## src/hdl/tms_pkg.sv

```systemverilog
// Shared types and constants for the thruster mix and slew limiter.
package tms_pkg;

    localparam int NUM_AXES       = 6;
    localparam int AXIS_COUNT_DEF = 6;

    localparam int DEMAND_W   = 16;
    localparam int GAIN_W     = 16;
    localparam int PROD_W     = DEMAND_W + GAIN_W;
    localparam int PAIR_W     = PROD_W + 1;
    localparam int SUM_W      = PROD_W + 2;
    localparam int LEVEL_W    = 15;
    localparam int PREV_W     = 16;
    localparam int FRAC_BITS  = 8;
    localparam int CFG_IDX_W  = 3;
    localparam int CFG_DATA_W = 16;
    localparam int IN_DATA_W  = NUM_AXES * DEMAND_W;
    localparam int OUT_DATA_W = 16;

    typedef logic signed [DEMAND_W-1:0] demand_t;
    typedef logic signed [GAIN_W-1:0]   gain_t;
    typedef logic signed [PROD_W-1:0]   prod_t;
    typedef logic signed [PAIR_W-1:0]   pair_t;
    typedef logic signed [SUM_W-1:0]    sum_t;
    typedef logic [LEVEL_W-1:0]         level_t;
    typedef logic signed [PREV_W-1:0]   prev_t;
    typedef logic [CFG_IDX_W-1:0]       cfg_idx_t;

    typedef logic [NUM_AXES-1:0][PROD_W-1:0] prod_vec_t;

    localparam level_t   LEVEL_MAX  = 15'd25600;
    localparam level_t   RAMP_RESET = 15'd25600;
    localparam prev_t    PREV_RESET = -16'sd256;
    localparam cfg_idx_t CFG_RAMP   = 3'd6;

endpackage

```

## src/hdl/tms_slew.sv

```systemverilog
// Slew limiter: held drive level, change flag and output register.
module tms_slew
    import tms_pkg::*;
(
    input  logic   clk,
    input  logic   rst_n,
    input  logic   in_valid,
    output logic   in_ready,
    input  level_t target,
    input  level_t ramp_step,
    output logic   out_valid,
    input  logic   out_ready,
    output level_t level,
    output logic   changed
);

    level_t cur_reg;
    level_t cur_next;
    prev_t  prev_reg;
    logic   out_valid_reg;
    logic   changed_reg;
    logic   adv;
    level_t diff;

    assign in_ready = !out_valid_reg || out_ready;
    assign adv      = in_valid && in_ready;
    assign diff     = target - cur_reg;

    always_comb
    begin
        priority if (cur_reg < target && diff > ramp_step)
        begin
            cur_next = cur_reg + ramp_step;
        end
        else
        begin
            cur_next = target;
        end
    end

    always_ff @(posedge clk or negedge rst_n)
    begin
        if (!rst_n)
        begin
            cur_reg       <= '0;
            prev_reg      <= PREV_RESET;
            out_valid_reg <= 1'b0;
            changed_reg   <= 1'b0;
        end
        else
        begin
            if (in_ready)
            begin
                out_valid_reg <= in_valid;
            end
            if (adv)
            begin
                cur_reg     <= cur_next;
                prev_reg    <= prev_t'({1'b0, cur_next});
                changed_reg <= (prev_reg != prev_t'({1'b0, cur_next}));
            end
        end
    end

    assign out_valid = out_valid_reg;
    assign level     = cur_reg;
    assign changed   = changed_reg;

    a_level_range: assert property (@(posedge clk) disable iff (!rst_n)
        cur_reg <= LEVEL_MAX)
        else $error("drive level above full scale");

    a_rise_limit: assert property (@(posedge clk) disable iff (!rst_n)
        adv |=> ({1'b0, cur_reg} <= {1'b0, $past(cur_reg)} + {1'b0, $past(ramp_step)}))
        else $error("drive level rose faster than ramp step");

    a_prev_tracks: assert property (@(posedge clk) disable iff (!rst_n)
        out_valid_reg |-> prev_reg == prev_t'({1'b0, cur_reg}))
        else $error("last given level out of step with output");

endmodule

```

## config.mk

```make
export PLATFORM = sky130hd
export DESIGN_NAME = tms_slew
export DESIGN_NICKNAME = d
export VERILOG_FILES = /design/src/hdl/tms_pkg.sv /design/src/hdl/tms_slew.sv
export SDC_FILE = /design/constraint.sdc
export NUM_CORES = 1
export LEC_CHECK = 0
export BUFFER_PORTS_ARGS = -buffer_cell sky130_fd_sc_hd__buf_2
export CORE_MARGIN = 4
export CORE_UTILIZATION = 54
export CTS_BUF_LIST = sky130_fd_sc_hd__clkbuf_8
export CTS_CLUSTER_SIZE = 20
export DETAILED_ROUTE_END_ITERATION = 8
export GPL_TIMING_DRIVEN = 0
export HOLD_SLACK_MARGIN = 0.12
export PLACE_DENSITY = 0.88
export SLEW_MARGIN = 20
export SYNTH_ARGS = -nofsm -noshare
export SYNTH_HDL_FRONTEND = slang
export SYNTH_SLANG_ARGS = --single-unit
```

## constraint.sdc

```tcl
create_clock -name clk -period 4.6 [get_ports clk]
set_input_delay 1.15 -clock clk [delete_from_list [all_inputs] [get_ports clk]]
set_output_delay 1.15 -clock clk [all_outputs]
set_load 0.02 [all_outputs]
```

# Yosys cells after proc, flatten, opt, wreduce, memory -nomap -nowiden
# Cells that the tools add are included.
# word_totals
out_inout_bits	18
regBits	33
wordCells	14
# classes
addsub	2
n_eq_ne	1
n_mux	1
n_reduce_logical	4
n_lt_le_gt_ge	2
# op_table
cell	count
inequality test 16 bit	1
adder 15 bit	1
greater-than comparator 15 bit	1
< comparator 15 bit	1
2-to-1 mux 15 bit	1
subtractor 15 bit	1
logical AND 1 bit	2
zero test 1 bit	1
logical OR 1 bit	1

# Logic depth before layout (Yosys ltp)
# Gate-level depths: netlist (run 1).
# depth
depth_word	5
ltp_mapped	24

# Worst setup path after synthesis (run 1)
# Ideal clock, no wire load.
# synth_timing
kind	input to register
from	in target[0]
to	reg changed_reg (netlist: changed)
setup_ps	126
arrival_ps	5644
slack_ps	-1170
t_required_ps	4474
cell_stages	23
path_cell_list	inv_1 > ha_1 > inv_1 > fa_1 > a21o_1 > a21oi_1 > nor2_1 > a211o_1 > a221o_1 > a21oi_1 > o21bai_1 > a21oi_1 > xnor2_1 > ha_1 > nand3_1 > nor3_1 > o31ai_1 > o211ai_1 > o311ai_4 > or4_1 > o41ai_2 > o2111ai_1 > o32a_1
# synth_between
elab_chain_len	5
word_cells_on_any_way	6
cone_classes	1 x add/sub; 2 x order compare; 1 x eq/ne; 1 x mux; 1 x reduce/logical
# synth_rtl
item	line_no	source
start: declaration	tms_slew.sv:9	input level_t target,
subtractor 15 bit	tms_slew.sv:27	assign diff = target - cur_reg;
greater-than comparator 15 bit	tms_slew.sv:31	priority if (cur_reg < target && diff > ramp_step)
logical AND 1 bit	tms_slew.sv:31	
2-to-1 mux 15 bit *	tms_slew.sv:31	
inequality test 16 bit *	tms_slew.sv:60	changed_reg <= (prev_reg != prev_t'({1'b0, cur_next}));
end signal: assignment	tms_slew.sv:60	
end: declaration	tms_slew.sv:21	logic changed_reg;
# Every way passes the cells marked *; elsewhere a longest branch is shown, timed or not.
# A chain may end at the register's enable or synchronous reset.

# Worst setup path in the final report (run 1)
# Same ends and word-level chain as after synthesis.

==> results.py, run 1 <==
metrics = {
    "run_status": {
        "status": "complete, but fails checks",
        "failed_checks": "negative setup slack",
    },
    "place": {
        "dp_hpwl_um": 7060,
        "port_buffers": 51,
        "gp_congestion": 1.04,
    },
    "yosys": {
        "synth.ff_latch_count": 25,
        "synth_fp_nets": 468,
        "ys.flop_type": "dfrtp_1",
        "yosys.cell_count.top_type": "ha_1",
        "synthTopCellsByArea": "ha_1 17%, dfrtp_1 13%, dfstp_2 6.6%, xnor2_1 6.6%, inv_1 4.8%",
        "syn_inst": 388,
        "synth_area_um2": 3180,
        "yosysTopAreaCellShare": 0.173,
        "synth.avg_cell_area_um2": 8.18,
        "synth.largest_area_cell": "ha_1",
        "ys_warn_count": 0,
        "ys_types": 55,
        "ys_async_sr_fraction": 1.00,
        "synth_edf_count": 0,
        "synth_seq_area_share": 0.200,
        "synth_common_cells": "44 x ha_1, 41 x inv_1, 31 x nand2_1",
    },
    "setup_path": {
        "worstSetupEndpointType": "flop",
        "max_stage_delay_ns": 0.54,
        "cp.required_ns": 4.76,
        "critical-path-top-delay-family": "compound AO/OA/AOI/OAI gates",
        "path_common_cell": "a21oi_2",
        "start_kind": "primary input",
        "critPathBufInv": 3,
        "path_cells": "buf_12 > inv_12 > ha_4 > inv_2 > fa_2 > a21o_1 > a21oi_2 > nor2_1 > a211o_1 > a221o_1 > a21oi_2 > o21bai_1 > a21oi_2 > xnor2_1 > ha_1 > nand3_2 > nor3_4 > o31ai_2 > o211ai_1 > o311ai_4 > or4_4 > o41ai_2 > o2111ai_1 > o32a_1",
        "cp.arrival_ns": 5.59,
        "worstPathMaxFanout": 2,
        "crit_type": "primary input to flop",
        "crit_slowest_cell": "or4_4",
    },
    "floorplanning": {
        "boundaryPins": 52,
        "start_util": 0.566,
        "coreArea_um2": 5610,
        "die-area_um2": 7170,
        "die_x_um": 84.7,
        "rows": 27,
        "die_h_um": 84.7,
    },
    "global_route": {
        "grt_pass1_vias": 3206,
        "track_usage": 0.261,
        "grt_remaining_overflow": 0,
        "grt_max_degree": 26,
        "antenna_found_initial": 0,
        "grt_pass1_wl_um": 15200,
    },
    "timing": {
        "max_freq_mhz": 184,
        "setup_viol": 23,
        "clock-skew-final_ns": 0.0102,
        "hold_viol": 0,
        "min_period_ns": 5.43,
        "tns_ns": -10.13,
        "period_share": 1.18,
        "slew_viol_final": 0,
        "worst_pin_slew_ns": 0.644,
        "layout_setup_ws_ns": -0.835,
        "slew_headroom": 0.567,
        "rsz0062_at_grt": "true",
    },
    "cts": {
        "holdBufCountCts": 0,
        "cts_buffer_depth": 2,
        "insertion_delay_ns": 0.28,
        "clock_sinks": 25,
        "htree_levels": 1,
        "cts_made_buffers": 3,
        "root_buffer": "clkbuf_8",
        "cts_tree": "built",
        "clk_pin_slew_ns": 0.09,
    },
    "cells_and_area": {
        "ff_latch_area_um2": 636,
        "drive_above_1_share": 0.294,
        "n_antenna_cell": 0,
        "fill_cells": 415,
        "multiInputGateArea_um2": 2500,
        "largest_reg_flops": 15,
        "area_growth_pct": 25.1,
        "fin_nets": 540,
    },
    "pwr": {
        "total_power_mw": 2.78,
        "vdd_ir_drop_max_mv": 0.305,
        "leakagePower_nw": 1.93,
        "p_per_area_nw_per_um2": 699,
    },
    "routing": {
        "post_drt_wl_per_cell_um": 18.9,
        "dr.pass1.iters": 5,
        "route.antenna.remaining_nets": 0,
        "drt-initial-drc-count": 398,
        "drcViolationCount": 0,
        "avgViaCountPerCell": 6.28,
        "vias": 3334,
        "routed_wl_um": 10000,
    },
    "run": {
        "cap_violations": 0,
    },
    "hold_path": {
        "min_path_type": "flop to flop",
    },
}
-- routing by layer --
| metal | track usage | share of wire | vias up |
|---|---|---|---|
| met1 | 0.334 | 0.40 | 1556 |
| met5 | 0 | 0 | - |
| met3 | 0.0343 | 0.083 | 48 |
| met2 | 0.447 | 0.48 | 205 |
| met4 | 0.101 | 0.040 | 0 |
| li1 | - | - | 1525 |
-- layout by cell type, fill, tap and decap left out, types with 7 or more instances in the layout --
master,netlist,final
buf_2,1,50
ha_1,44,43
inv_1,41,39
nand2_1,31,27
nor2_1,29,25
xnor2_1,24,24
a21oi_1,26,22
buf_4,8,21
xor2_1,17,17
dfrtp_1,17,17
o21ai_1,5,13
a21o_1,10,10
o21ai_0,21,9
dfstp_2,8,8
nand4_1,7,7
-- cell families after synthesis --
group / count (synthesis) / share of synthesized area
buffers and inverters: 55 / 0.0749
XOR/XNOR: 41 / 0.113
AND/OR/NAND/NOR: 94 / 0.136
adder cells (fa/ha/maj): 46 / 0.186
multiplexers: 11 / 0.0355
AO/OA/AOI/OAI: 116 / 0.255
flip-flops: 25 / 0.200
-- power breakdown --
| group | leakage [nW] | internal [mW] | switching, mW |
|---|---|---|---|
| logic | 1.63 | 0.991 | 1.22 |
| registers | 0.280 | 0.313 | 0.115 |
| clock network | 0.0255 | 0.0608 | 0.0718 |
-- worst min-delay path: cells and delay by family, from the launching register on --
| family | cells | cell delay [ns] |
|---|---|---|
| simple gates | 2 | 0.10 |
| flops | 1 | 0.40 |
-- final timing paths --
| check | start | slack, ns | to | cells after the start |
|---|---|---|---|---|
| max in group asynchronous | rst_n | 3.37 | prev_reg[15]$_DFFE_PN1P_ | 1 |
| max | target[0] | -0.83 | changed$_DFFE_PN0P_ | 24 |
| min | prev_reg[14]$_DFFE_PN1P_ | 0.51 | prev_reg[14]$_DFFE_PN1P_ | 2 |
| min reg2reg | prev_reg[14]$_DFFE_PN1P_ | 0.51 | prev_reg[14]$_DFFE_PN1P_ | 2 |
| max reg2reg | level[1]$_DFFE_PN0P_ | -0.40 | changed$_DFFE_PN0P_ | 21 |
| min in group asynchronous | rst_n | 0.85 | level[12]$_DFFE_PN0P_ | 1 |
-- layout make-up --
type	instances	share of cell area
inverters	41	0.0419
plain buffers	13	0.0239
flip-flops and latches	25	0.160
clock buffers	3	0.0104
multi-input cells	308	0.630
repair buffers	68	0.109
well taps	72	0.0227
clock inverters	1	0.00126
-- what timing repair did --
action | 4_1_cts | 5_1_grt
gates cloned | 1 | 0
resized for setup | 47 | 28
endpoints found under the setup margin | 23 | 23
hold endpoints to repair | 0 | 0
pin swaps | 15 | 11
buffers inserted | 16 | 5
-- metrics by stage --
stage | area (µm²) | hold slack (ns) | instances | setup slack [ns] | utilization
floorplan | 3240 | 0.460 | 388 | -0.674 | -
global placement | 3580 | 0.472 | 511 | -1.32 | 0.639
CTS | 3900 | 0.509 | 532 | -0.858 | 0.696
global route | 3970 | 0.530 | 531 | -1.02 | 0.708
finish | 3970 | 0.506 | 531 | -0.835 | 0.708
detailed placement | 3580 | 0.493 | 511 | -1.36 | 0.639
(Power assumes the default switching activity.)
==> run 2: changes to the inputs <==
--- a/config.mk
+++ b/config.mk
@@ -5,9 +5,12 @@
 export SDC_FILE = /design/constraint.sdc
 export NUM_CORES = 1
 export LEC_CHECK = 0
+export ABC_CLOCK_PERIOD_IN_PS = 4600
 export BUFFER_PORTS_ARGS = -buffer_cell sky130_fd_sc_hd__buf_2
+export CELL_PAD_IN_SITES_DETAIL_PLACEMENT = 1
+export CELL_PAD_IN_SITES_GLOBAL_PLACEMENT = 1
 export CORE_MARGIN = 4
-export CORE_UTILIZATION = 54
+export CORE_UTILIZATION = 40
 export CTS_BUF_LIST = sky130_fd_sc_hd__clkbuf_8
 export CTS_CLUSTER_SIZE = 20
 export DETAILED_ROUTE_END_ITERATION = 8
==> results.py, run 2 (synthesized netlist as in run 1, its figures left out) <==
metrics = {
    "timing": {
        "worst_pin_slew_ns": 0.604,
        "hold_viol": 0,
        "layout_setup_ws_ns": -0.843,
        "rsz0062_at_grt": "true",
        "max_freq_mhz": 184,
        "period_share": 1.18,
        "clock-skew-final_ns": 0.00872,
        "setup_viol": 23,
        "slew_headroom": 0.598,
        "tns_ns": -8.33,
        "min_period_ns": 5.44,
        "finalHoldWorstSlack_ns": 0.493,
        "slew_viol_final": 0,
    },
    "routing": {
        "drt-initial-drc-count": 181,
        "dr.pass1.iters": 4,
        "drcViolationCount": 0,
        "routed_wl_um": 11400,
        "avgViaCountPerCell": 5.77,
        "vias": 3216,
        "post_drt_wl_per_cell_um": 20.5,
        "route.antenna.remaining_nets": 0,
    },
    "cells_and_area": {
        "area_growth_pct": 24.4,
        "fin_nets": 536,
        "final_cell_area_um2": 3950,
        "largest_reg_flops": 15,
        "mostFrequentLayoutCells": "50 x buf_2, 43 x ha_1, 39 x inv_1, 31 x nand2_1, 27 x nor2_1",
        "final_common_cell": "buf_2",
        "drive_above_1_share": 0.266,
        "n_antenna_cell": 0,
    },
    "place": {
        "gp_congestion": 0.874,
        "post-place-ws_ns": -1.55,
        "dp_hpwl_um": 8710,
        "port_buffers": 51,
        "place_area_um2": 3620,
    },
    "setup_path": {
        "max_stage_delay_ns": 0.56,
        "cp.required_ns": 4.77,
        "critPathBufInv": 4,
        "path_common_cell": "a21oi_2",
        "path_cells": "buf_12 > inv_12 > ha_4 > inv_2 > fa_2 > a21o_1 > a21oi_2 > nor2_1 > a211o_1 > a221o_1 > a21oi_2 > o21bai_1 > a21oi_2 > xnor2_1 > ha_1 > nand3_2 > nor3_4 > buf_4 > a211oi_2 > o311ai_4 > or4_4 > o41ai_4 > o2111ai_2 > o32a_1",
        "cp.arrival_ns": 5.62,
        "worstSetupEndpointType": "flop",
        "crit_type": "primary input to flop",
        "worstPathMaxFanout": 2,
        "start_kind": "primary input",
        "critical-path-top-delay-family": "compound AO/OA/AOI/OAI gates",
        "crit_slowest_cell": "or4_4",
    },
    "run_status": {
        "status": "complete, but fails checks",
        "failed_checks": "negative setup slack",
    },
    "global_route": {
        "grt_pass1_vias": 3570,
        "track_usage": 0.241,
        "grt_max_degree": 26,
        "grt_pass1_wl_um": 18600,
        "antenna_found_initial": 0,
        "grt_remaining_overflow": 0,
    },
    "floorplanning": {
        "die-area_um2": 9430,
        "die_x_um": 97.1,
        "die_h_um": 97.1,
        "coreArea_um2": 7730,
        "rows": 32,
        "boundaryPins": 52,
        "start_util": 0.411,
    },
    "cts": {
        "clock_sinks": 25,
        "htree_levels": 1,
        "insertion_delay_ns": 0.28,
        "holdBufCountCts": 0,
        "cts_made_buffers": 3,
        "root_buffer": "clkbuf_8",
        "cts_buffer_depth": 2,
        "clk_pin_slew_ns": 0.09,
        "cts_tree": "built",
    },
    "pwr": {
        "leakagePower_nw": 1.91,
        "vdd_ir_drop_max_mv": 0.223,
        "p_per_area_nw_per_um2": 692,
    },
    "run": {
        "cap_violations": 0,
    },
    "hold_path": {
        "min_path_type": "flop to flop",
    },
}
[run 2: worst register-to-register path: stages (launching register included)]
cell and delay, ns:
dfrtp_1 0.58, inv_1 0.16, fa_2 0.40, a21o_1 0.18, a21oi_2 0.16, nor2_1 0.06, a211o_1 0.26, a221o_1 0.32
a21oi_2 0.17, o21bai_1 0.10, a21oi_2 0.15, xnor2_1 0.14, ha_1 0.28, nand3_2 0.12, nor3_4 0.05, buf_4 0.13
a211oi_2 0.24, o311ai_4 0.17, or4_4 0.56, o41ai_4 0.23, o2111ai_2 0.17, o32a_1 0.32
[run 2: what timing repair did]
| item | in CTS | in global routing |
|---|---|---|
| buffers inserted | 11 | 1 |
| resized for setup | 43 | 9 |
| endpoints found under the setup margin | 23 | 23 |
| cloned | 1 | 0 |
| pin swaps | 10 | 4 |
| endpoints found under the hold margin | 0 | 0 |
[run 2: routing by layer]
layer	track usage	vias up	wire, µm
li1	-	1523	-
met1	0.301	1583	4670
met2	0.436	87	5920
met3	0.0223	23	551
met4	0.0756	0	280
met5	0	-	0
[run 2: cell type report]
| cell class | count | area, µm² |
|---|---|---|
| fillers | 940 | 3780 |
| clock inverters | 1 | 5.00 |
| repair buffers | 63 | 389 |
| inverters | 41 | 166 |
| well taps | 102 | 128 |
| flip-flops and latches | 25 | 636 |
| plain buffers | 14 | 115 |
| clock buffers | 3 | 41.3 |
| multi-input cells | 308 | 2470 |
[run 2: path summary, 6_finish.rpt]
kind / from / to / slack, ns / cells after the start
hold / removal: prev_reg[14]$_DFFE_PN1P_ / prev_reg[14]$_DFFE_PN1P_ / 0.49 / 2
setup / recovery: target[0] / changed$_DFFE_PN0P_ / -0.84 / 24
setup reg to reg: level[1]$_DFFE_PN0P_ / changed$_DFFE_PN0P_ / -0.45 / 21
max in group asynchronous: rst_n / level[11]$_DFFE_PN0P_ / 3.36 / 1
hold reg to reg: prev_reg[14]$_DFFE_PN1P_ / prev_reg[14]$_DFFE_PN1P_ / 0.49 / 2
min in group asynchronous: rst_n / level[4]$_DFFE_PN0P_ / 0.85 / 1
[run 2: metrics by stage]
stage	power, mW	utilization	instances
after floorplan	1.78	-	388
after global placement	2.16	0.468	541
after CTS	2.63	0.504	557
after global routing	2.95	0.511	557
final	2.73	0.511	557
after detailed placement	2.26	0.468	541
[run 2: power by group]
group | internal (mW) | switching, mW | total, mW
clock | 0.0609 | 0.0760 | 0.137
combinational | 0.947 | 1.23 | 2.17
sequential | 0.312 | 0.112 | 0.424
total | 1.32 | 1.41 | 2.73
