[src/hdl/tms_pkg.sv]
// Shared types and constants for the thruster mix and slew limiter.
package tms_pkg;

    localparam int NUM_AXES       = 6;
    localparam int AXIS_COUNT_DEF = 6;

    localparam int DEMAND_W   = 16;
    localparam int GAIN_W     = 16;
    localparam int PROD_W     = DEMAND_W + GAIN_W;
    localparam int PAIR_W     = PROD_W + 1;
    localparam int SUM_W      = PROD_W + 2;
    localparam int LEVEL_W    = 15;
    localparam int PREV_W     = 16;
    localparam int FRAC_BITS  = 8;
    localparam int CFG_IDX_W  = 3;
    localparam int CFG_DATA_W = 16;
    localparam int IN_DATA_W  = NUM_AXES * DEMAND_W;
    localparam int OUT_DATA_W = 16;

    typedef logic signed [DEMAND_W-1:0] demand_t;
    typedef logic signed [GAIN_W-1:0]   gain_t;
    typedef logic signed [PROD_W-1:0]   prod_t;
    typedef logic signed [PAIR_W-1:0]   pair_t;
    typedef logic signed [SUM_W-1:0]    sum_t;
    typedef logic [LEVEL_W-1:0]         level_t;
    typedef logic signed [PREV_W-1:0]   prev_t;
    typedef logic [CFG_IDX_W-1:0]       cfg_idx_t;

    typedef logic [NUM_AXES-1:0][PROD_W-1:0] prod_vec_t;

    localparam level_t   LEVEL_MAX  = 15'd25600;
    localparam level_t   RAMP_RESET = 15'd25600;
    localparam prev_t    PREV_RESET = -16'sd256;
    localparam cfg_idx_t CFG_RAMP   = 3'd6;

endpackage

[src/hdl/tms_lane.sv]
// One mixing lane: axis demand times gain, registered.
module tms_lane
    import tms_pkg::*;
(
    input  logic    clk,
    input  logic    en,
    input  demand_t demand,
    input  gain_t   gain,
    output prod_t   prod
);

    prod_t prod_reg;

    always_ff @(posedge clk)
    begin
        if (en)
        begin
            prod_reg <= prod_t'(demand) * prod_t'(gain);
        end
    end

    assign prod = prod_reg;

endmodule

[config.mk]
export PLATFORM = sky130hd
export DESIGN_NAME = tms_lane
export DESIGN_NICKNAME = d
export VERILOG_FILES = /design/src/hdl/tms_pkg.sv /design/src/hdl/tms_lane.sv
export SDC_FILE = /design/constraint.sdc
export NUM_CORES = 1
export LEC_CHECK = 0
export BUFFER_PORTS_ARGS = -buffer_cell sky130_fd_sc_hd__buf_2
export CAP_MARGIN = 40
export CELL_PAD_IN_SITES_DETAIL_PLACEMENT = 1
export CELL_PAD_IN_SITES_GLOBAL_PLACEMENT = 1
export CORE_MARGIN = 4
export CORE_UTILIZATION = 51
export DETAILED_ROUTE_END_ITERATION = 8
export PLACE_DENSITY_LB_ADDON = 0.12
export RECOVER_POWER = 25
export SLEW_MARGIN = 25
export SYNTH_ARGS = -nofsm -noshare
export SYNTH_HDL_FRONTEND = slang
export SYNTH_SLANG_ARGS = --single-unit
[constraint.sdc]
create_clock -name clk -period 7.4 [get_ports clk]
set_input_delay 0.74 -clock clk [delete_from_list [all_inputs] [get_ports clk]]
set_output_delay 0.74 -clock clk [all_outputs]
set_load 0.005 [all_outputs]
; ---- Yosys cells after proc, flatten, opt, wreduce, memory -nomap -nowiden
; Cells that the tools add are included.
[totals]
output_inout_bits = 32
word_cells = 2
inputBits = 34
register_bits = 32
[classes]
multipliers = 1
[ops]
columns = op, n
row1 = $mul A16 B16 Y32, 1

; ---- Depth between registers and ports, before layout
; Gate-level depths: netlist of run 1.
[logic_depth]
depth_word = 1
depth_mapped = 23
mapped_depth_nobuf = 21

; ---- Least setup slack after synthesis of run 1
; Ideal clock, no wire load.
[synth_timing]
path_kind = input to register
start = input port demand[15]
end = register prod_reg[29] (netlist: prod[29]) (data pin)
required_ns = 7.141
path_stages = 20
slack_ns = 1.028
path_buffers = 1
setup_ns = 0.259
arrival_time_ns = 6.113
cell_sequence = clkbuf_1 nand2_1 inv_1 fa_1 fa_1 fa_1 fa_1 fa_1 inv_1 fa_1 inv_1 ha_1 a21oi_1 nor2_1 o21a_1 or4_1 o2111ai_1 nand2b_1 a21oi_1 xnor2_1
[synth_between]
elab_chain_cells = 1
[synth_lines]
columns = element, line
row1 = from (decl), tms_lane.sv:7  ; input demand_t demand,
row2 = $mul A16 B16 Y32, tms_lane.sv:18  ; prod_reg <= prod_t'(demand) * prod_t'(gain);
row3 = to (signal assigned), tms_lane.sv:18
row4 = to (decl), tms_lane.sv:12  ; prod_t prod_reg;
; No other way between the ends.
; A chain may end at the register's enable or synchronous reset.

; ---- Worst setup path in the final report of run 1
[layout_timing]
start = input port gain[1]
end = register prod_reg[31] (netlist: prod[31]) (data pin)
[layout_between]
elab_chain_cells = 1
[layout_lines]
columns = element, line
row1 = from (decl), tms_lane.sv:8  ; input gain_t gain,
row2 = $mul A16 B16 Y32, tms_lane.sv:18
; No other way between the ends.

==> results.txt, run 1 <==
status = finished, violations left
violated checks = capacitance limit, slew limit
post-cts resize count = 0
Site Rows = 53
Tmin final = 6.60 ns
Slew Viols, Final = 33
Synth Area in XOR/XNOR = 0.0282
dominant cells by area after synthesis = fa_1 (48%), inv_1 (10%), ha_1 (9.4%)
# setup viols final = 0
DP HPWL = 22700 um
YS warnings = 0
Avg Inst Size Synth = 9.65 um^2
CTS Buf Count = 5
DRC = 0
crit-path most repeated cell = fa_1
Max Cap Violations = 1
Setup TNS = 0 ns
die height = 154 um
Synth-to-Final Area Change = 6.10%
vias in the first global route = 8829
critical path endpoint category = flop
clk sink count = 32
total gr overflow = 0
maximum clock rate = 151 MHz
RSZ-0062 raised after global routing = false
nets = 1542
mux cell area share after synthesis = 0
mapped cell area = 10900 um^2
Die ar. = 23700 um^2
gr usage total = 0.238
final worst path period share = 0.892
hold bufs inserted after CTS = 0
I/O Buffers = 65
HP Class = input port to flop
Fillers = 2433
Hold Violations, Final = 0
crit path kind = input port to flop
Setup Buffers After CTS = 0
Post-Syn Instances = 1127
H-tree lvl count = 2
Ports = 66
Worst Path Arrival = 6.63 ns
Total Wirelength = 26900 um
CP Launch Type = input port
async set-reset flop share out of synthesis = 0
area of the core = 21000 um^2
largest family of logic cells by synthesized area = adder cells
Clock Path Buffers = 2
largest net degree at the start of global routing = 33
EDFF count, synth = 32
DR WL/cell = 18.7 um
Post-Synth Simple-Gate Area = 0.143
slowest stage delay, CP = 0.84 ns
critical path fanouts, max = 16
gp weighted congestion = 0.835
Register Area = 961 um^2
WP data required = 7.42 ns
slew of the pin with the lowest slew margin = 1.81 ns
ratio of cells with drive above 1 in the final layout = 0.0696
leading cell type by number of instances after synthesis = inv_1
Hold Path Depth = 2
slowest CP cell = fa_1
CTS tree = built
multi-input logic area = 8670 um^2
CP Cell Sequence = buf_2 -> nand2_1 -> inv_1 -> fa_1 -> fa_1 -> fa_1 -> fa_1 -> fa_1 -> inv_1 -> fa_1 -> inv_1 -> ha_1 -> and3_1 -> and2_2 -> nand3_1 -> o31ai_1 -> o2111ai_1 -> o21ai_0 -> xnor2_1
Die X = 154 um
Synth top cells by count = inv_1 (292), fa_1 (262), nand2_1 (132)
Initial Util = 0.517
antenna fix cells = 0
CTS root buf = clkbuf_16
Clock transition at path regs = 0.06 ns
post-synth top area share = 0.482
Pre-antenna DRT Iters = 4
Cell variety after synth = 49
initial antenna violation count = 0
post-synthesis compound-gate area fraction = 0.0491
Main synth FF type = edfxtp_1
Synth Area in Adders = 0.576
antenna-violating nets left = 0
first-pass GRT wire length = 44600 um
Largest register FFs = 32
synthesis-stage register bit count = 32
initial DRC count = 251
syn nets = 1505
Seq/Total Area, Yosys = 0.0883
vias post-DR = 7572
worst relative slew slack = -0.209
cell taking the most area after synthesis = fa_1
via/cell ratio = 5.26
-- layer usage --
metal / up-vias / GRT usage / wire, um
li1: 3393 / - / -
met1: 4008 / 0.276 / 9910
met2: 117 / 0.467 / 15600
met3: 54 / 0.0231 / 611
met4: 0 / 0.0601 / 781
met5: - / 0 / 0
-- logic make-up (layout without fill, tap and decap cells) --
kind of cell	Yosys count	count (layout)
fa+ha+maj	344	344
simple gates	311	311
xor+xnor	35	35
compound gates	77	77
flops	32	32
buf+inv	328	365
-- critical path, delay by kind of cell --
family          cells  cell delay, ns
xor+xnor            1            0.12
fa+ha+maj           7            3.73
buf+inv             4            0.50
compound gates      3            0.93
simple gates        4            0.60
-- path summary, 6_finish.rpt --
| path | start | end | slack [ns] |
|---|---|---|---|
| max | gain[1] | prod[31] | 0.80 |
| min | gain[0] | prod[0] | 1.03 |
-- final cells by class --
| class | count | area share |
|---|---|---|
| multi-input combinational | 767 | 0.751 |
| inverter | 292 | 0.0950 |
| sequential | 32 | 0.0833 |
| tap | 275 | 0.0298 |
| timing repair buffer | 66 | 0.0286 |
| clock buffer | 5 | 0.0108 |
| clock inverter | 2 | 0.00108 |
-- through the flow --
step	utilization	setup slack [ns]	std cells	hold slack, ns	cell area (um^2)
detailed placement	0.543	0.474	1432	1.14	11400
CTS	0.549	0.762	1439	1.05	11500
global route	0.549	0.424	1439	1.05	11500
floorplan	-	1.03	1127	0.852	10900
finish	0.549	0.797	1439	1.03	11500
global placement	0.543	0.722	1432	1.13	11400
-- cell usage in the layout, fill, tap and decap left out, types with 12 or more instances in the layout --
| cell | instances |
|---|---|
| a21oi_1 | 26 |
| and2_1 | 122 |
| buf_2 | 63 |
| edfxtp_1 | 32 |
| fa_1 | 262 |
| ha_1 | 82 |
| inv_1 | 292 |
| nand2_1 | 132 |
| nor2_1 | 25 |
| o21ai_0 | 12 |
| xnor2_1 | 31 |
Power of run 1 is left out: the tool's default activity adds up to more than one toggle a clock period on the data nets, which glitch-free logic cannot reach.
==> run 2, diff against run 1 <==
- CORE_UTILIZATION: 51 -> 55
- clock period: 7.4 -> 8.05 ns (I/O delays scaled with it)
==> run 2 against run 1 <==
Compared with the run above: the run still ends with capacitance limit, slew limit left; first-iteration DRC count up 30%; setup slack improved by 0.42 ns; worst hold slack better by 0.068 ns; clock-buffer cell count up 1; global-route usage up 2.6 points; sequential cell count stayed put; final cell count is 0.56% lower; routed wire length up 2.0%; utilization is 4.4 points higher; sequential share of layout area about the same; die area down 6.9%; design area barely moved.
==> results.txt, run 2 (synthesized netlist as in run 1, its figures left out) <==
status = finished, violations left
violated checks = capacitance limit, slew limit
Total Wirelength = 27400 um (+2.0%)
nets = 1542 (unchanged)
hold bufs inserted after CTS = 0 (unchanged)
Slew Viols, Final = 33 (unchanged)
CTS root buf = clkbuf_16
commonest non-fill, non-tap cell in the layout = inv_1
# setup viols final = 0 (unchanged)
Die X = 149 um (-3.5%)
vias post-DR = 7659 (+1.1%)
most frequent cells in the layout = inv_1 (292), fa_1 (262), nand2_1 (132), and2_1 (123), ha_1 (82)
Top Usage Layer GRT = met2
first-pass GRT wire length = 45600 um (+2.2%)
crit path kind = input port to flop
CTS Buf Count = 5 (unchanged)
CP Cell Sequence = buf_2 -> nand2_1 -> inv_1 -> fa_1 -> fa_1 -> fa_1 -> fa_1 -> fa_1 -> inv_1 -> fa_1 -> inv_1 -> ha_1 -> and3_1 -> and2_2 -> nand3_1 -> o31ai_1 -> o2111ai_1 -> o21ai_0 -> xnor2_1
slowest stage delay, CP = 0.84 ns (about the same)
vias in the first global route = 9098 (+3.0%)
WP data required = 8.07 ns (+0.65 ns)
grt met1 use = 0.304 (+0.0279)
H-tree lvl count = 2 (unchanged)
clk sink count = 32 (unchanged)
crit-path most repeated cell = fa_1
worst relative slew slack = -0.179 (+0.0293)
slowest CP cell = fa_1
gr usage total = 0.264 (+0.0261)
Largest register FFs = 32 (unchanged)
initial antenna violation count = 0 (unchanged)
Hold Violations, Final = 0 (unchanged)
CTS tree = built
RSZ-0062 raised after global routing = false
antenna-violating nets left = 0 (unchanged)
largest net degree at the start of global routing = 33 (unchanged)
post-cts resize count = 0 (unchanged)
met3 usage = 0.0235 (+0.000382)
slew of the pin with the lowest slew margin = 1.77 ns (-0.0440 ns)
Max Cap Violations = 1 (unchanged)
Ports = 66 (unchanged)
final worst path period share = 0.849
Site Rows = 51 (-3.8%)
critical path endpoint category = flop
Setup TNS = 0 ns (unchanged)
area of the core = 19500 um^2 (-7.4%)
DR WL/cell = 19.2 um (+2.6%)
HP Class = input port to flop
critical path fanouts, max = 16 (unchanged)
via/cell ratio = 5.35 (+1.7%)
gp weighted congestion = 0.860 (+3.1%)
Synth-to-Final Area Change = 6.07% (about the same)
initial DRC count = 327 (+30%)
Clock Path Buffers = 2 (unchanged)
hold slack = 1.10 ns (+0.0684 ns)
ratio of cells with drive above 1 in the final layout = 0.0695 (about the same)
I/O Buffers = 65 (unchanged)
CP Launch Type = input port
GR Util met2 = 0.515 (+0.0481)
die height = 149 um (-3.5%)
DRC = 0 (unchanged)
Setup Buffers After CTS = 0 (unchanged)
critical path endpoint = prod[31]
Initial Util = 0.559 (+0.0415)
Clock transition at path regs = 0.06 ns (about the same)
Worst Path Arrival = 6.85 ns (+0.22 ns)
Pre-antenna DRT Iters = 4 (unchanged)
total gr overflow = 0 (unchanged)
Tmin final = 6.83 ns
maximum clock rate = 146 MHz
DP HPWL = 23100 um (+1.9%)
crit path from = gain[1]
Die ar. = 22100 um^2 (-6.9%)
==> run 2: cell count changes in the layout (fill, tap and decap cells not counted) <==
cell	previous run	this run
and2_1	122	123
diode_2	0	1
clkbuf_1	2	3
clkinv_4	0	1
clkinv_2	1	0
and2_0	1	0
==> run 2: final cells by class <==
cell class              instances  area, um^2
multi-input cells             767        8670
fillers                      2215        7920
inverters                     292        1100
flip-flops and latches         32         961
well taps                     265         332
repair buffers                 66         330
clock buffers                   6         129
clock inverters                 2        16.3
diodes                          1        2.50
==> run 2: worst min path at each step <==
stage | startpoint | endpoint | slack (ns) | depth (start not counted)
6_report | gain[0] | prod[0] | 1.10 | 2
5_1_grt | gain[0] | prod[0] | 1.10 | 2
4_1_cts | gain[0] | prod[0] | 1.10 | 2
3_5_place_dp | prod[2] | prod[2] | 1.20 | 1
3_3_place_gp | prod[11] | prod[11] | 1.20 | 1
2_1_floorplan | en | prod[0] | 0.92 | 0
==> run 2: stage by stage <==
stage | util | instance area [um^2] | setup slack (ns) | instances
2_1_floorplan | - | 10900 | 1.61 | 1127
3_3_place_gp | 0.585 | 11400 | 1.32 | 1422
3_5_place_dp | 0.585 | 11400 | 0.983 | 1422
4_1_cts | 0.593 | 11500 | 1.19 | 1430
5_1_grt | 0.593 | 11500 | 0.970 | 1430
6_report | 0.593 | 11500 | 1.22 | 1431
==> run 2: per-layer routing <==
| layer | part of all wire | vias to the layer above |
|---|---|---|
| met2 | 0.58 | 159 |
| met1 | 0.36 | 4044 |
| met4 | 0.038 | 0 |
| met5 | 0 | - |
| li1 | - | 3395 |
| met3 | 0.029 | 61 |
==> run 2: critical path: cells and delay by family <==
kind | cells | cell delay [ns]
AND/OR/NAND/NOR | 4 | 0.62
XOR/XNOR | 1 | 0.14
adder cells (fa/ha/maj) | 7 | 3.74
AO/OA/AOI/OAI | 3 | 1.03
buffers and inverters | 4 | 0.52
Power of run 2 is left out for the same reason.
==> run 3, diff against run 2 <==
- ABC_AREA: not set -> 1
- CORE_UTILIZATION: 55 -> 49
- clock period: 8.05 -> 6.8 ns (I/O delays scaled with it)
==> run 3 against run 2 <==
Compared with the run above: the flow still finishes with violations (capacitance limit, slew limit); die area increased by 21%; setup slack worse by 0.52 ns; design area rose by 8.5%; sequential cell count unchanged; critical path type unchanged; largest cell class unchanged.
==> results.txt, run 3 <==
slew of the pin with the lowest slew margin = 1.90 ns (+0.129 ns)
Avg Inst Size Synth = 7.97 um^2 (-17%)
die height = 163 um (+9.9%)
WP data required = 6.84 ns (-1.23 ns)
crit path kind = input port to flop
Slew Viols, Final = 33 (unchanged)
Site Rows = 56 (+9.8%)
violated checks = capacitance limit, slew limit
most frequent cells in the layout = inv_1 (462), nand2_1 (384), fa_1 (262), ha_1 (82), buf_2 (63)
Area after DPL = 12400 um^2 (+8.5%)
CP Cell Sequence = buf_2 -> nand2_1 -> inv_1 -> fa_1 -> fa_1 -> fa_1 -> fa_1 -> fa_1 -> inv_1 -> fa_1 -> inv_1 -> ha_1 -> nand2_1 -> nor2_1 -> inv_1 -> nor2_1 -> nand4_1 -> nand4_1 -> nand2_1
mapped cell area = 11800 um^2 (+8.7%)
vias post-DR = 9143 (+19%)
Die ar. = 26700 um^2 (+21%)
Main synth FF type = edfxtp_1
CP Launch Type = input port
commonest non-fill, non-tap cell in the layout = inv_1
Hold Violations, Final = 0 (unchanged)
initial antenna violation count = 0 (unchanged)
async set-reset flop share out of synthesis = 0 (unchanged)
EDFF count, synth = 32 (unchanged)
CP bufs+invs = 5 (+1)
Synth top cells by count = inv_1 (462), nand2_1 (384), fa_1 (262)
Die X = 163 um (+9.9%)
Pre-antenna DRT Iters = 4 (unchanged)
initial DRC count = 453 (+39%)
total gr overflow = 0 (unchanged)
Top Layer Used = met4
Setup TNS = 0 ns (unchanged)
Tmin final = 6.10 ns
Clock Path Buffers = 2 (unchanged)
nets = 1880 (+22%)
Ports = 66 (unchanged)
worst relative slew slack = -0.266 (-0.0863)
vias in the first global route = 10800 (+18%)
area of the core = 23600 um^2 (+21%)
Initial Util = 0.501 (-0.0583)
CTS root buf = clkbuf_16
DP HPWL = 27700 um (+20%)
met3 wire len = 1000 um (+25%)
fin area = 12500 um^2 (+8.5%)
clk sink count = 32 (unchanged)
HP Class = input port to flop
status = finished, violations left
antenna-violating nets left = 0 (unchanged)
Largest register FFs = 32 (unchanged)
hold slack = 0.949 ns (-0.153 ns)
I/O Buffers = 65 (unchanged)
Post-Syn Instances = 1484 (+32%)
post-synth top area share = 0.444 (-0.0385)
# setup viols final = 0 (unchanged)
antenna fix cells = 0 (-1)
post-cts resize count = 0 (unchanged)
leading cell type by number of instances after synthesis = inv_1
final worst path period share = 0.897
YS warnings = 0 (unchanged)
Max Cap Violations = 1 (unchanged)
ratio of cells with drive above 1 in the final layout = 0.0832 (+0.0136)
Setup Buffers After CTS = 0 (unchanged)
hold bufs inserted after CTS = 0 (unchanged)
via/cell ratio = 5.02 (-6.2%)
gp weighted congestion = 0.887 (+3.1%)
maximum clock rate = 164 MHz
DRC = 0 (unchanged)
Worst Path Arrival = 6.14 ns (-0.71 ns)
largest net degree at the start of global routing = 33 (unchanged)
slowest stage delay, CP = 0.86 ns (+0.02 ns)
Clock transition at path regs = 0.05 ns (about the same)
wire length on met2 = 17300 um (+9.6%)
first-pass GRT wire length = 54000 um (+18%)
synthesis-stage register bit count = 32 (unchanged)
DR WL/cell = 17.6 um (-8.0%)
Seq/Total Area, Yosys = 0.0813 (-0.00705)
CP top delay family = adder cells
CTS tree = built
RSZ-0062 raised after global routing = false
crit-path most repeated cell = fa_1
Cell variety after synth = 28 (-43%)
gr usage total = 0.259 (-0.00471)
CTS Buf Count = 5 (unchanged)
critical path fanouts, max = 16 (unchanged)
critical path endpoint category = flop
dominant cells by area after synthesis = fa_1 (44%), inv_1 (15%), nand2_1 (12%)
Synth-to-Final Area Change = 5.93%
Total Wirelength = 32100 um (+17%)
syn nets = 1862 (+24%)
Metal-1 WL = 12900 um (+32%)
H-tree lvl count = 2 (unchanged)
cell taking the most area after synthesis = fa_1
slowest CP cell = fa_1
-- run 3: cell count changes after synthesis, sizes merged, moves of 6 or more --
cell	before	now
xor2	4	17
nand4	2	12
nor2	25	53
o211ai	6	0
clkbuf	32	59
inv	292	472
nand2	132	397
xnor2	31	2
nand3	8	32
and2	124	2
-- run 3: area by class of cell --
class / count / area [um^2]
multi-input combinational: 921 / 8870
clock inverter: 3 / 37.5
tap: 319 / 399
timing repair buffer: 70 / 360
fill: 2967 / 11100
inverter: 472 / 1770
clock buffer: 5 / 125
sequential: 32 / 961
-- run 3: metrics by stage --
step                utilization  cells  worst slack (ns)
floorplan                     -   1484             0.903
global placement          0.524   1814             0.586
detailed placement        0.524   1814             0.388
CTS                       0.530   1822             0.675
global route              0.530   1822             0.347
finish                    0.530   1822             0.700
-- run 3: cell families (layout without fill, tap and decap cells) --
family / Yosys count / after routing / share of synthesized area
xor gates and xnor gates: 19 / 19 / 0.0141
adders and majority gates: 344 / 344 / 0.530
buffers and inverters: 531 / 550 / 0.169
DFF: 32 / 32 / 0.0813
and+or+nand+nor: 510 / 510 / 0.183
AOI/OAI and AO/OA: 48 / 48 / 0.0229
-- run 3: worst paths after layout --
path                  startpoint        to  slack (ns)  depth (start not counted)
worst min-delay path     gain[0]   prod[0]        0.95                          3
worst max-delay path  demand[15]  prod[24]        0.70                         19
-- run 3: tightest hold or removal path: cells and delay by family --
| kind | cells | cell delay [ns] |
|---|---|---|
| buffers and inverters | 2 | 0.25 |
| and+or+nand+nor | 1 | 0.13 |
-- run 3: routing by layer --
| metal | GRT usage | vias to the layer above |
|---|---|---|
| met5 | 0 | - |
| met1 | 0.314 | 4698 |
| li1 | - | 4205 |
| met4 | 0.0675 | 0 |
| met2 | 0.493 | 178 |
| met3 | 0.0250 | 62 |
Power of run 3 is left out for the same reason.
