===== src/hdl/tms_pkg.sv =====
// Shared types and constants for the thruster mix and slew limiter.
package tms_pkg;

    localparam int NUM_AXES       = 6;
    localparam int AXIS_COUNT_DEF = 6;

    localparam int DEMAND_W   = 16;
    localparam int GAIN_W     = 16;
    localparam int PROD_W     = DEMAND_W + GAIN_W;
    localparam int PAIR_W     = PROD_W + 1;
    localparam int SUM_W      = PROD_W + 2;
    localparam int LEVEL_W    = 15;
    localparam int PREV_W     = 16;
    localparam int FRAC_BITS  = 8;
    localparam int CFG_IDX_W  = 3;
    localparam int CFG_DATA_W = 16;
    localparam int IN_DATA_W  = NUM_AXES * DEMAND_W;
    localparam int OUT_DATA_W = 16;

    typedef logic signed [DEMAND_W-1:0] demand_t;
    typedef logic signed [GAIN_W-1:0]   gain_t;
    typedef logic signed [PROD_W-1:0]   prod_t;
    typedef logic signed [PAIR_W-1:0]   pair_t;
    typedef logic signed [SUM_W-1:0]    sum_t;
    typedef logic [LEVEL_W-1:0]         level_t;
    typedef logic signed [PREV_W-1:0]   prev_t;
    typedef logic [CFG_IDX_W-1:0]       cfg_idx_t;

    typedef logic [NUM_AXES-1:0][PROD_W-1:0] prod_vec_t;

    localparam level_t   LEVEL_MAX  = 15'd25600;
    localparam level_t   RAMP_RESET = 15'd25600;
    localparam prev_t    PREV_RESET = -16'sd256;
    localparam cfg_idx_t CFG_RAMP   = 3'd6;

endpackage


===== src/hdl/tms_merge.sv =====
// Registered adder tree over the lane products, floor shift and clamp to target.
module tms_merge
    import tms_pkg::*;
(
    input  logic      clk,
    input  logic      rst_n,
    input  logic      in_valid,
    output logic      in_ready,
    input  prod_vec_t prods,
    output logic      out_valid,
    input  logic      out_ready,
    output level_t    target
);

    logic   a_valid_reg;
    logic   b_valid_reg;
    logic   c_valid_reg;
    logic   ready_a;
    logic   ready_b;
    logic   ready_c;
    pair_t  pair_reg [3];
    sum_t   total_reg;
    level_t target_reg;
    level_t target_next;
    logic [SUM_W-FRAC_BITS-1:0] shifted;

    assign ready_c  = !c_valid_reg || out_ready;
    assign ready_b  = !b_valid_reg || ready_c;
    assign ready_a  = !a_valid_reg || ready_b;
    assign in_ready = ready_a;

    assign shifted = total_reg[SUM_W-1:FRAC_BITS];

    always_comb
    begin
        priority if (total_reg[SUM_W-1])
        begin
            target_next = '0;
        end
        else if (shifted > {{(SUM_W-FRAC_BITS-LEVEL_W){1'b0}}, LEVEL_MAX})
        begin
            target_next = LEVEL_MAX;
        end
        else
        begin
            target_next = shifted[LEVEL_W-1:0];
        end
    end

    always_ff @(posedge clk or negedge rst_n)
    begin
        if (!rst_n)
        begin
            a_valid_reg <= 1'b0;
            b_valid_reg <= 1'b0;
            c_valid_reg <= 1'b0;
        end
        else
        begin
            if (ready_a)
            begin
                a_valid_reg <= in_valid;
            end
            if (ready_b)
            begin
                b_valid_reg <= a_valid_reg;
            end
            if (ready_c)
            begin
                c_valid_reg <= b_valid_reg;
            end
        end
    end

    always_ff @(posedge clk)
    begin
        if (in_valid && ready_a)
        begin
            for (int i = 0; i < 3; i++)
            begin
                pair_reg[i] <= pair_t'($signed(prods[2*i])) + pair_t'($signed(prods[2*i+1]));
            end
        end
        if (a_valid_reg && ready_b)
        begin
            total_reg <= sum_t'(pair_reg[0]) + sum_t'(pair_reg[1]) + sum_t'(pair_reg[2]);
        end
        if (b_valid_reg && ready_c)
        begin
            target_reg <= target_next;
        end
    end

    assign out_valid = c_valid_reg;
    assign target    = target_reg;

    a_target_range: assert property (@(posedge clk) disable iff (!rst_n)
        c_valid_reg |-> target_reg <= LEVEL_MAX)
        else $error("merge target above full scale");

endmodule


===== config.mk =====
export PLATFORM = sky130hd
export DESIGN_NAME = tms_merge
export DESIGN_NICKNAME = d
export VERILOG_FILES = /design/src/hdl/tms_pkg.sv /design/src/hdl/tms_merge.sv
export SDC_FILE = /design/constraint.sdc
export NUM_CORES = 1
export LEC_CHECK = 0
export ABC_AREA = 1
export BUFFER_PORTS_ARGS = -buffer_cell sky130_fd_sc_hd__buf_2
export CORE_MARGIN = 2
export CORE_UTILIZATION = 51
export DETAILED_ROUTE_END_ITERATION = 6
export GPL_ROUTABILITY_DRIVEN = 0
export MAX_ROUTING_LAYER = met4
export PLACE_DENSITY = 0.82
export SLEW_MARGIN = 20
export SYNTH_ARGS = -nofsm -noshare
export SYNTH_HDL_FRONTEND = slang
export SYNTH_SLANG_ARGS = --single-unit

===== constraint.sdc =====
create_clock -name clk -period 4.9 [get_ports clk]
set_input_delay 0.98 -clock clk [delete_from_list [all_inputs] [get_ports clk]]
set_output_delay 0.98 -clock clk [all_outputs]
set_load 0.1 [all_outputs]

==> After elaboration in Yosys (flattened, before gate mapping) <==
Memories as Yosys holds them, arrays and structs flattened.
Index checks and enable logic that the tools add are counted.
{ "totals": {"regBits": 52, "mem_bits_rw": 99, "input_bits": 196, "n_memories": 1} }
{ "mem_list": {"columns": ["memory", "words", "width", "rd", "rd_ports_with_merged_regs", "wr", "line_no", "text"], "rows": [
  ["pair_reg", 3, 33, 3, 0, 3, "tms_merge.sv:21", "pair_t pair_reg [3];"]
]} }
{ "classes": {"add_sub_neg": 5, "magnitude_cmp": 1, "muxes": 3, "n_reduce_logical": 10} }
{ "op_table": {"columns": ["cell", "count"], "rows": [
  ["32-bit by 32-bit adder with 33-bit output", 3],
  ["33-bit by 33-bit adder with 34-bit output", 1],
  ["34-bit by 33-bit adder with 34-bit output", 1],
  ["26-bit by 15-bit greater-than comparator with 1-bit output (second input constant)", 1],
  ["15-bit 2-to-1 mux", 1],
  ["1-bit logical AND", 3],
  ["1-bit zero test", 3],
  ["1-bit logical OR", 3],
  ["1-bit 2-to-1 mux", 2],
  ["2-bit OR reduction", 1]
]} }

==> Depth between registers and ports, before layout <==
Gate-level depths: netlist of run 1.
{ "logic_depth": {"depth_word": 7, "ltp_mapped": 16, "depth_no_buf": 16} }

==> Worst setup path before layout of run 1 <==
OpenSTA, ideal clock, no wires.
{ "synth_path": {"path_kind": "input-to-reg", "from": "in out_ready", "to": "mem pair_reg[0][0] (netlist bit), enable pin", "setup_ps": 452, "arrival_time_ps": 3936, "path_slack_ps": 512, "cell_stages": 6, "path_buffers": 0, "cell_sequence": "inv_1 nand2_1 nor2_1 nand2_1 nand2_1 inv_1"} }
{ "synth_rtl": {"columns": ["element", "line_no", "text"], "rows": [
  ["start: declaration", "tms_merge.sv:11", "input logic out_ready,"],
  ["end: declaration", "tms_merge.sv:21", null]
]} }

==> key figures, run 1 <==
Clock tree
  – Post-CTS Hold Fix Bufs: 0
  – CTS tree: built
  – Deepest clock path buffer count: 2
  – CTS resizes: 0
  – Worst-Skew Late Latency: 0.44 ns
  – TritonCTS buffer count: 17
  – Clock root cell: clkbuf_16
  – Post-CTS setup buffer count: 0
  – Worst-path clk slew: approximately 0.06 ns
  – CTS H-Tree Depth: 4
  – Clock Sinks: about 140

Layout
  – Area growth syn-to-layout: 15.8%
  – Most common cell after layout, fill and taps aside: nand2_1
  – # diodes: 0
  – Most frequent cells in the layout: 408 x nand2_1, 212 x buf_2, 190 x inv_1
  – Share of cells above drive strength 1: 16.8%
  – Fillcell total: around 2.2k
  – Final nets: roughly 2.3k
  – Max FFs per register: about 100

Global route
  – Initial antenna violation count: 0
  – Largest net degree at the start of global routing: 46
  – Vias in the first global route: roughly 11k
  – Gr usage total: 26.7%
  – First-pass GRT wire length: 54.6 mm
  – Grt ovf: 0

Critical path
  – WS Path Type: reg2reg
  – Critical path capture point type: register
  – Top Family by Delay on Critical Path: adder cells
  – Largest stage delay on the critical path: 0.50 ns
  – Slowest stage cell, crit path: fa_1
  – Maximum fanout along the worst path: 5
  – Worst path buffer plus inverter count: 0
  – CP arrival: between 3 and 4 ns
  – Crit path cell chain: fa_1 -> ha_1 -> a21oi_1 -> o21ai_0 -> a21oi_1 -> nor2_1 -> nor3_1 -> nand2_1 -> nand2_1 -> nand2_1
  – CP Launch Type: register
  – Worst EP required: between 5 and 6 ns
  – Worst path most repeated cell: nand2_1

Placed design
  – Port Buffers: 212
  – Dpl hpwl: 28.4 mm

Pwr
  – Sw Pwr: 2.74 mW
  – Worst VDD drop: 0.000350 V
  – Sequential share of power: between 30% and 40%
  – P_int: 3.55 mW
  – Clock power frac: between 20% and 30%
  – Comb power frac: between 40% and 50%
  – PD cells: 415 mW/mm^2
  – Sw frac: between 40% and 50%
  – Leakage: approximately 7.2 nW
  – Total power: approximately 6.3 mW

STA
  – Relative max-transition margin: 40.5%
  – RSZ-0062 raised after global routing: no
  – Max frequency: about 0.35 GHz
  – Hold Vio Cnt, Final: 0
  – Hold Slack: around 0.33 ns
  – Tightest Pin Transition: 0.891 ns
  – Setup TNS: 0 ns
  – Slew Viols, Final: 0
  – Count of final setup violators: 0
  – Final Cycle Share: between 50% and 60%
  – Post-layout min period: around 2.9 ns
  – Clock Skews: around 0.008 ns

Synth
  – Top FF cell, synth: edfxtp_1
  – Cells after synthesis: between 1.5k and 2k
  – Avg Cell Area, Syn: about 8 sq um
  – Number of synthesized flops with an enable pin: 140
  – Yosys reg bits: around 140
  – Syn_nets: roughly 2k
  – Yosys warning total: 0
  – Synth Cell Area: about 0.013 sq mm
  – Post-synthesis sequential area ratio: between 30% and 40%
  – Unique masters post-synth: 40
  – Asr flop ratio synth: under 10%

Flow run
  – Max-cap violations: 0

Floorplanning
  – Starting density of the core: a little over half
  – Width of the die: between 150 and 200 microns
  – Core ar.: approximately 0.025 sq mm
  – I/O Pins: 213
  – Die Y: around 160 microns
  – Die area: 0.0270 sq mm
  – Rows: 58

Detailed routing
  – DRC Markers: 0
  – Per-cell routed wire length: ~15 microns
  – Vias: between 10k and 15k
  – DRT antenna net count: 0
  – Iteration-0 DRC count of the detailed router: 1241
  – Routed WL: around 34 mm
  – DR vias/cell: about 5.5
  – First-pass DRT Iterations: 6

Worst hold path
  – Hold WC Path Type: in2async

Status
  – Status: finished, final reports clean
[power groups by stage]
stage               clock, mW  sequential [mW]  combinational (mW)
finish                   1.26             1.94                3.09
global route             1.32             1.97                3.42
CTS                      1.26             1.95                3.03
detailed placement          0             1.97                2.99
global placement            0             1.95                2.92
floorplan                   0             2.13                2.02
[cells in the mapped netlist (all sizes together) (2+ instances only)]
library cell  count  area share (%)
nand2           428              13
inv             200             5.7
nor2            186             5.5
a21oi           158             6.3
edfxtp          140              32
ha              128              12
nand3            97             3.9
o21ai            72             2.9
xor2             62             4.1
fa               35             5.3
nor3             31             1.4
nand4            23             1.1
a21o             21             1.2
o21bai           21             1.2
xnor2            11            0.74
o21a             10            0.57
a21boi            9            0.60
nor4              7            0.66
o211ai            7            0.55
a31oi             4            0.19
dfrtp             3            0.57
nand3b            2            0.11
[logic make-up (layout without fill, tap and decap cells)]
kind of cell	after synthesis	after routing	synth area share, %
simple gates	774	774	25.4
buf+inv	201	447	5.76
fa+ha+maj	163	163	17.6
flops	143	143	32.7
xor+xnor	73	73	4.88
compound gates	305	305	13.7
[path summary, 6_finish.rpt]
| check | cells after the start | endpoint | slack [ns] | start |
|---|---|---|---|---|
| worst max-delay path | 10 | total_reg[27] | 2.01 | pair_reg[0][51] |
| worst min-delay path | 1 | b_valid_reg | 0.33 | rst_n |
| worst max register to register | 10 | total_reg[27] | 2.01 | pair_reg[0][51] |
| worst min register to register | 2 | out_valid | 0.47 | b_valid_reg |
| max in group asynchronous | 1 | out_valid | 4.46 | rst_n |
| min in group clk | 2 | out_valid | 0.47 | b_valid_reg |
[area by class of cell]
type	instances	area [sq um]	share of cell area, %
flip-flops and latches	143	4280	28.2
clock inverters	14	143	0.941
well taps	330	413	2.72
clock buffers	18	429	2.83
inverters	200	752	4.96
repair buffers	215	1080	7.15
multi-input cells	1315	8060	53.2
[per-layer routing]
metal	GRT usage, %	wire length [microns]	vias to the layer above	share of wire (%)
li1	-	-	6087	-
met1	32.5	13700	5574	40
met2	42.1	15900	599	47
met3	4.82	2590	110	7.6
met4	14.8	1910	0	5.6
met5	-	0	-	0
[stage by stage]
stage	worst slack, ns	area, sq um	std cells	util (%)
floorplan	0.512	13100	1659	-
global route	1.92	15200	2235	60.2
global placement	1.91	14600	2203	57.9
finish	2.01	15200	2235	60.2
CTS	2.13	15200	2235	60.2
detailed placement	1.89	14600	2203	57.9
Note: power is estimated with default switching activity, not from simulation.
==> inputs of run 2 (changes only) <==
clock period = 3 ns   (was 4.9 ns; I/O delays follow)
==> key figures, run 2 (synthesis results as in run 1) <==
Status
  – Status: finished, violations left
  – Failing checks: design-rule violations

Floorplanning
  – Width of the die: 164 microns
  – Rows: 58
  – Die Y: 164 microns
  – Die area: 0.0270 sq mm
  – I/O Pins: between 200 and 250
  – Core ar.: about 0.025 sq mm
  – Starting density of the core: a little over half

Global route
  – Gr usage total: 27.4%
  – Vias in the first global route: around 12k
  – Grt ovf: 0
  – Initial antenna violation count: 0
  – Largest net degree at the start of global routing: 45
  – First-pass GRT wire length: roughly 56 mm

STA
  – Hold Vio Cnt, Final: 0
  – Post-layout min period: between 2 and 3 ns
  – Slew Viols, Final: 0
  – Hold Slack: approximately 0.41 ns
  – RSZ-0062 raised after global routing: no
  – Final Cycle Share: between 80% and 90%
  – Max frequency: 0.372 GHz
  – Setup TNS: 0 ns
  – Clock Skews: 0.0111 ns
  – Tightest Pin Transition: roughly 0.47 ns
  – Relative max-transition margin: roughly two thirds
  – Count of final setup violators: 0

Layout
  – Share of cells above drive strength 1: between 15 and 20%
  – Fillcell total: 2113
  – Finished Layout Cells: 2237
  – Multi-input gate area: roughly 0.0081 sq mm
  – Register area: 0.00428 sq mm
  – Most common cell after layout, fill and taps aside: nand2_1
  – Max FFs per register: slightly below 100
  – Most frequent cells in the layout: 405 x nand2_1, 212 x buf_2, 189 x inv_1
  – Final nets: 2253
  – # diodes: 0
  – Area growth syn-to-layout: 16.5%

Critical path
  – CP Launch Type: register
  – Worst EP required: 3.26 ns
  – CP arrival: between 2 and 3 ns
  – Critical path capture point type: register
  – WS Path Type: reg2reg
  – Maximum fanout along the worst path: 4

Clock tree
  – Worst-Skew Late Latency: 0.44 ns
  – CTS tree: built
  – Clock Sinks: about 140
  – TritonCTS buffer count: 17
  – CTS H-Tree Depth: 4
  – Deepest clock path buffer count: 2
  – Worst-path clk slew: 0.06 ns
  – Clock root cell: clkbuf_16

Detailed routing
  – Per-cell routed wire length: roughly 16 microns
  – First-pass DRT Iterations: 7
  – DRT antenna net count: 0
  – Vias: 12.6k
  – Routed WL: 35.2 mm
  – DRC Markers: 20
  – Iteration-0 DRC count of the detailed router: ~1.4k
  – DR vias/cell: approximately 5.7

Worst hold path
  – Hold WC Path Type: in2reg

Pwr
  – Worst VDD drop: around 0.00056 V
  – Leakage: approximately 7.2 nW
  – PD cells: about 680 mW/mm^2
  – Total power: 10.4 mW

Placed design
  – Port Buffers: between 200 and 250
  – Dpl hpwl: 28.9 mm
  – Placed insts: roughly 2.2k

Flow run
  – Max-cap violations: 0
[run 2: cell count changes in the layout (fill, tap and decap cells not counted), moves of 2 or more]
cell,before,now
buf_12,0,2
nand2_4,0,2
clkinv_1,2,0
inv_6,2,6
nand2_1,408,405
[run 2: layer usage]
layer	GRT usage [%]	routed length, microns
met2	45.5	17000
met3	3.66	2750
met4	13.2	1600
met1	33.1	13900
met5	-	0
[run 2: cell type report]
cell class,instances,area share (%)
Tap cell,330,2.71
Clock buffer,18,2.81
Multi-Input combinational cell,1315,53.1
Clock inverter,14,1.02
Timing Repair Buffer,217,7.38
Inverter,200,4.94
Sequential cell,143,28.1
[run 2: repair_timing]
action | 4_1_cts | 5_1_grt
endpoints found under the hold margin | 3 | 0
gates resized for setup | 0 | 0
hold buffers | 1 | 0
setup buffers | 0 | 0
[run 2: critical path: stages, from the launching register on]
cell	delay, ns
edfxtp_1	0.43
fa_1	0.50
ha_1	0.40
nand2_1	0.12
nor2_1	0.27
nand2_1	0.15
inv_1	0.10
nand4_1	0.12
nand3_1	0.16
xor2_1	0.25
[run 2: final timing paths]
path | start | endpoint | slack (ns) | cells past startpoint
setup reg to reg | pair_reg[0][17] | total_reg[20] | 0.31 | 9
hold reg to reg | b_valid_reg | out_valid | 0.50 | 2
hold / removal | in_valid | a_valid_reg | 0.41 | 3
min in group asynchronous | rst_n | out_valid | 0.50 | 2
setup / recovery | pair_reg[0][17] | total_reg[20] | 0.31 | 9
max in group asynchronous | rst_n | out_valid | 2.38 | 2
[run 2: where the power goes]
part / leakage, nW / switching [mW] / total (mW) / internal, mW
Clock: 0.282 / 0.878 / 2.11 / 1.24
Combinational: 5.56 / 3.47 / 5.14 / 1.67
Sequential: 1.40 / 0.244 / 3.18 / 2.93
[run 2: through the flow]
step	worst slack (ns)	utilization (%)	instance area (sq um)
3_5_place_dp	0.397	58.3	14700
6_report	0.314	60.6	15300
2_1_floorplan	0.00297	-	13100
4_1_cts	0.386	60.6	15300
5_1_grt	0.154	60.6	15300
3_3_place_gp	0.397	58.3	14700
==> inputs of run 3 (changes only) <==
CELL_PAD_IN_SITES_DETAIL_PLACEMENT = 1   (was default)
CELL_PAD_IN_SITES_GLOBAL_PLACEMENT = 1   (was default)
CORE_UTILIZATION = 43   (was 51)
PLACE_DENSITY = 0.91   (was 0.82)
==> key figures, run 3 (synthesis results as in run 1) <==
Floorplanning
  – Die Y: about 180 microns
  – Rows: between 60 and 70
  – Die area: 0.0319 sq mm
  – I/O Pins: around 210
  – Width of the die: 179 microns
  – Starting density of the core: a little over two fifths
  – Core ar.: between 0.02 and 0.03 sq mm

Global route
  – Largest net degree at the start of global routing: 28
  – Gr usage total: roughly a third
  – Initial antenna violation count: 0
  – First-pass GRT wire length: 75.8 mm
  – Grt ovf: 0
  – Vias in the first global route: approximately 14k

Critical path
  – Worst path most repeated cell: nand2_1
  – Worst EP required: roughly 3.2 ns
  – Critical path capture point type: register
  – FF-to-FF setup slack: 0.009 ns
  – Maximum fanout along the worst path: 4
  – Worst r2r src: pair_reg[0][17]
  – Slowest stage cell, crit path: fa_1
  – Worst r2r dst: total_reg[20]
  – Top Family by Delay on Critical Path: adder cells
  – Worst path buffer plus inverter count: 1
  – R2R depth: 9
  – Largest stage delay on the critical path: roughly 0.55 ns
  – Crit path cell chain: fa_1 -> ha_1 -> nand2_1 -> nor2_1 -> nand2_1 -> inv_1 -> nand4_1 -> nand3_1 -> xor2_1
  – CP arrival: roughly 3.2 ns
  – CP Launch Type: register
  – WS Path Type: reg2reg

Layout
  – Area growth syn-to-layout: 17.7%
  – Finished Layout Cells: about 2.3k
  – Final nets: about 2.3k
  – Most frequent cells in the layout: 405 x nand2_1, 212 x buf_2, 189 x inv_1
  – # diodes: 0
  – Fillcell total: ~3.7k
  – Max FFs per register: between 90 and 100
  – Share of cells above drive strength 1: ~18%
  – Most common cell after layout, fill and taps aside: nand2_1

STA
  – Final Cycle Share: between 90% and 100%
  – Count of final setup violators: 0
  – Setup TNS: 0 ns
  – Relative max-transition margin: 51.3%
  – Tightest Pin Transition: between 0.7 and 0.8 ns
  – Clock Skews: roughly 0.017 ns
  – Slew Viols, Final: 0
  – Hold Slack: ~0.4 ns
  – Max frequency: 0.334 GHz
  – Hold Vio Cnt, Final: 0
  – Post-layout min period: ~3 ns
  – RSZ-0062 raised after global routing: no

Detailed routing
  – Vias: about 13k
  – DR vias/cell: approximately 6
  – Per-cell routed wire length: 20.9 microns
  – First-pass DRT Iterations: 5
  – Iteration-0 DRC count of the detailed router: roughly 1.1k
  – DRT antenna net count: 0
  – DRC Markers: 0
  – Routed WL: ~48 mm

Pwr
  – Worst VDD drop: about 0.0005 V
  – Total power: between 10 and 15 mW
  – Leakage: 7.27 nW
  – PD cells: 726 mW/mm^2

Worst hold path
  – Hold wc startpoint: in_valid
  – Hold WC Path Type: in2reg
  – Min-Delay Endpoint: a_valid_reg
  – Hold Path Stages: 3

Clock tree
  – Clock Sinks: about 140
  – Worst-path clk slew: 0.07 ns
  – CTS tree: built
  – TritonCTS buffer count: 17
  – CTS H-Tree Depth: 4
  – Clock root cell: clkbuf_16
  – Worst-Skew Late Latency: 0.44 ns
  – Deepest clock path buffer count: 2

Placed design
  – Placed insts: about 2.3k
  – Port Buffers: ~210
  – Dpl hpwl: around 39 mm

Status
  – Status: finished, final reports clean

Flow run
  – Max-cap violations: 0
-- run 3: changes by cell type in the layout (fill, tap and decap cells not counted) --
cell        delta
inv_6          -2
bufinv_16      +1
clkinv_2       -1
nor3_1         -1
buf_4          +6
clkinvlp_4     +1
clkinv_4       +1
nor3_2         +1
-- run 3: layer usage --
layer | up-vias | global-route usage [%] | share of wire, %
li1 | 6120 | - | -
met1 | 6474 | 34.9 | 37
met2 | 671 | 55.1 | 50
met3 | 191 | 4.35 | 6.4
met4 | 0 | 19.3 | 6.6
met5 | - | - | 0
-- run 3: layout make-up --
type                            count  area [sq um]  area share, %
Clock buffer                       18           429           2.78
Inverter                          200           754           4.90
Multi-Input combinational cell   1315          8110           52.6
Timing Repair Buffer              223          1170           7.60
Clock inverter                     14           179           1.16
Tap cell                          390           488           3.17
Sequential cell                   143          4280           27.8
-- run 3: stage by stage --
| stage | setup WS [ns] | instance area [sq um] | utilization, % |
|---|---|---|---|
| floorplan | 0.00297 | 13100 | - |
| global placement | 0.329 | 14800 | 49.6 |
| detailed placement | 0.217 | 14800 | 49.6 |
| CTS | 0.157 | 15400 | 51.7 |
| global route | 0.00651 | 15400 | 51.7 |
| finish | 0.00899 | 15400 | 51.7 |
-- run 3: worst max path at each step --
stage | end | startpoint | slack [ns] | cells after the start
after floorplan | pair_reg[0][0] | out_ready | 0.003 | 6
after global placement | total_reg[20] | pair_reg[0][48] | 0.33 | 7
after detailed placement | pair_reg[0][30] | prods[0] | 0.22 | 13
after CTS | total_reg[20] | pair_reg[0][17] | 0.16 | 9
after global routing | total_reg[26] | pair_reg[0][23] | 0.007 | 10
final | total_reg[20] | pair_reg[0][17] | 0.009 | 9
-- run 3: power breakdown --
part           switching (mW)  internal, mW
Sequential              0.282          2.94
Clock                   0.939          1.32
Combinational            4.00          1.72
-- run 3: worst reg2reg max path, stage by stage (launching register included) --
cell	delay, ns
edfxtp_1	0.47
fa_1	0.55
ha_1	0.43
nand2_1	0.16
nor2_1	0.31
nand2_1	0.16
inv_1	0.11
nand4_1	0.13
nand3_1	0.19
xor2_1	0.27
-- run 3: repair_timing --
item	CTS	global route
buffers inserted	0	0
hold buffers	1	0
hold endpoints to repair	3	0
gates resized for setup	0	1
setup endpoints to repair	0	1
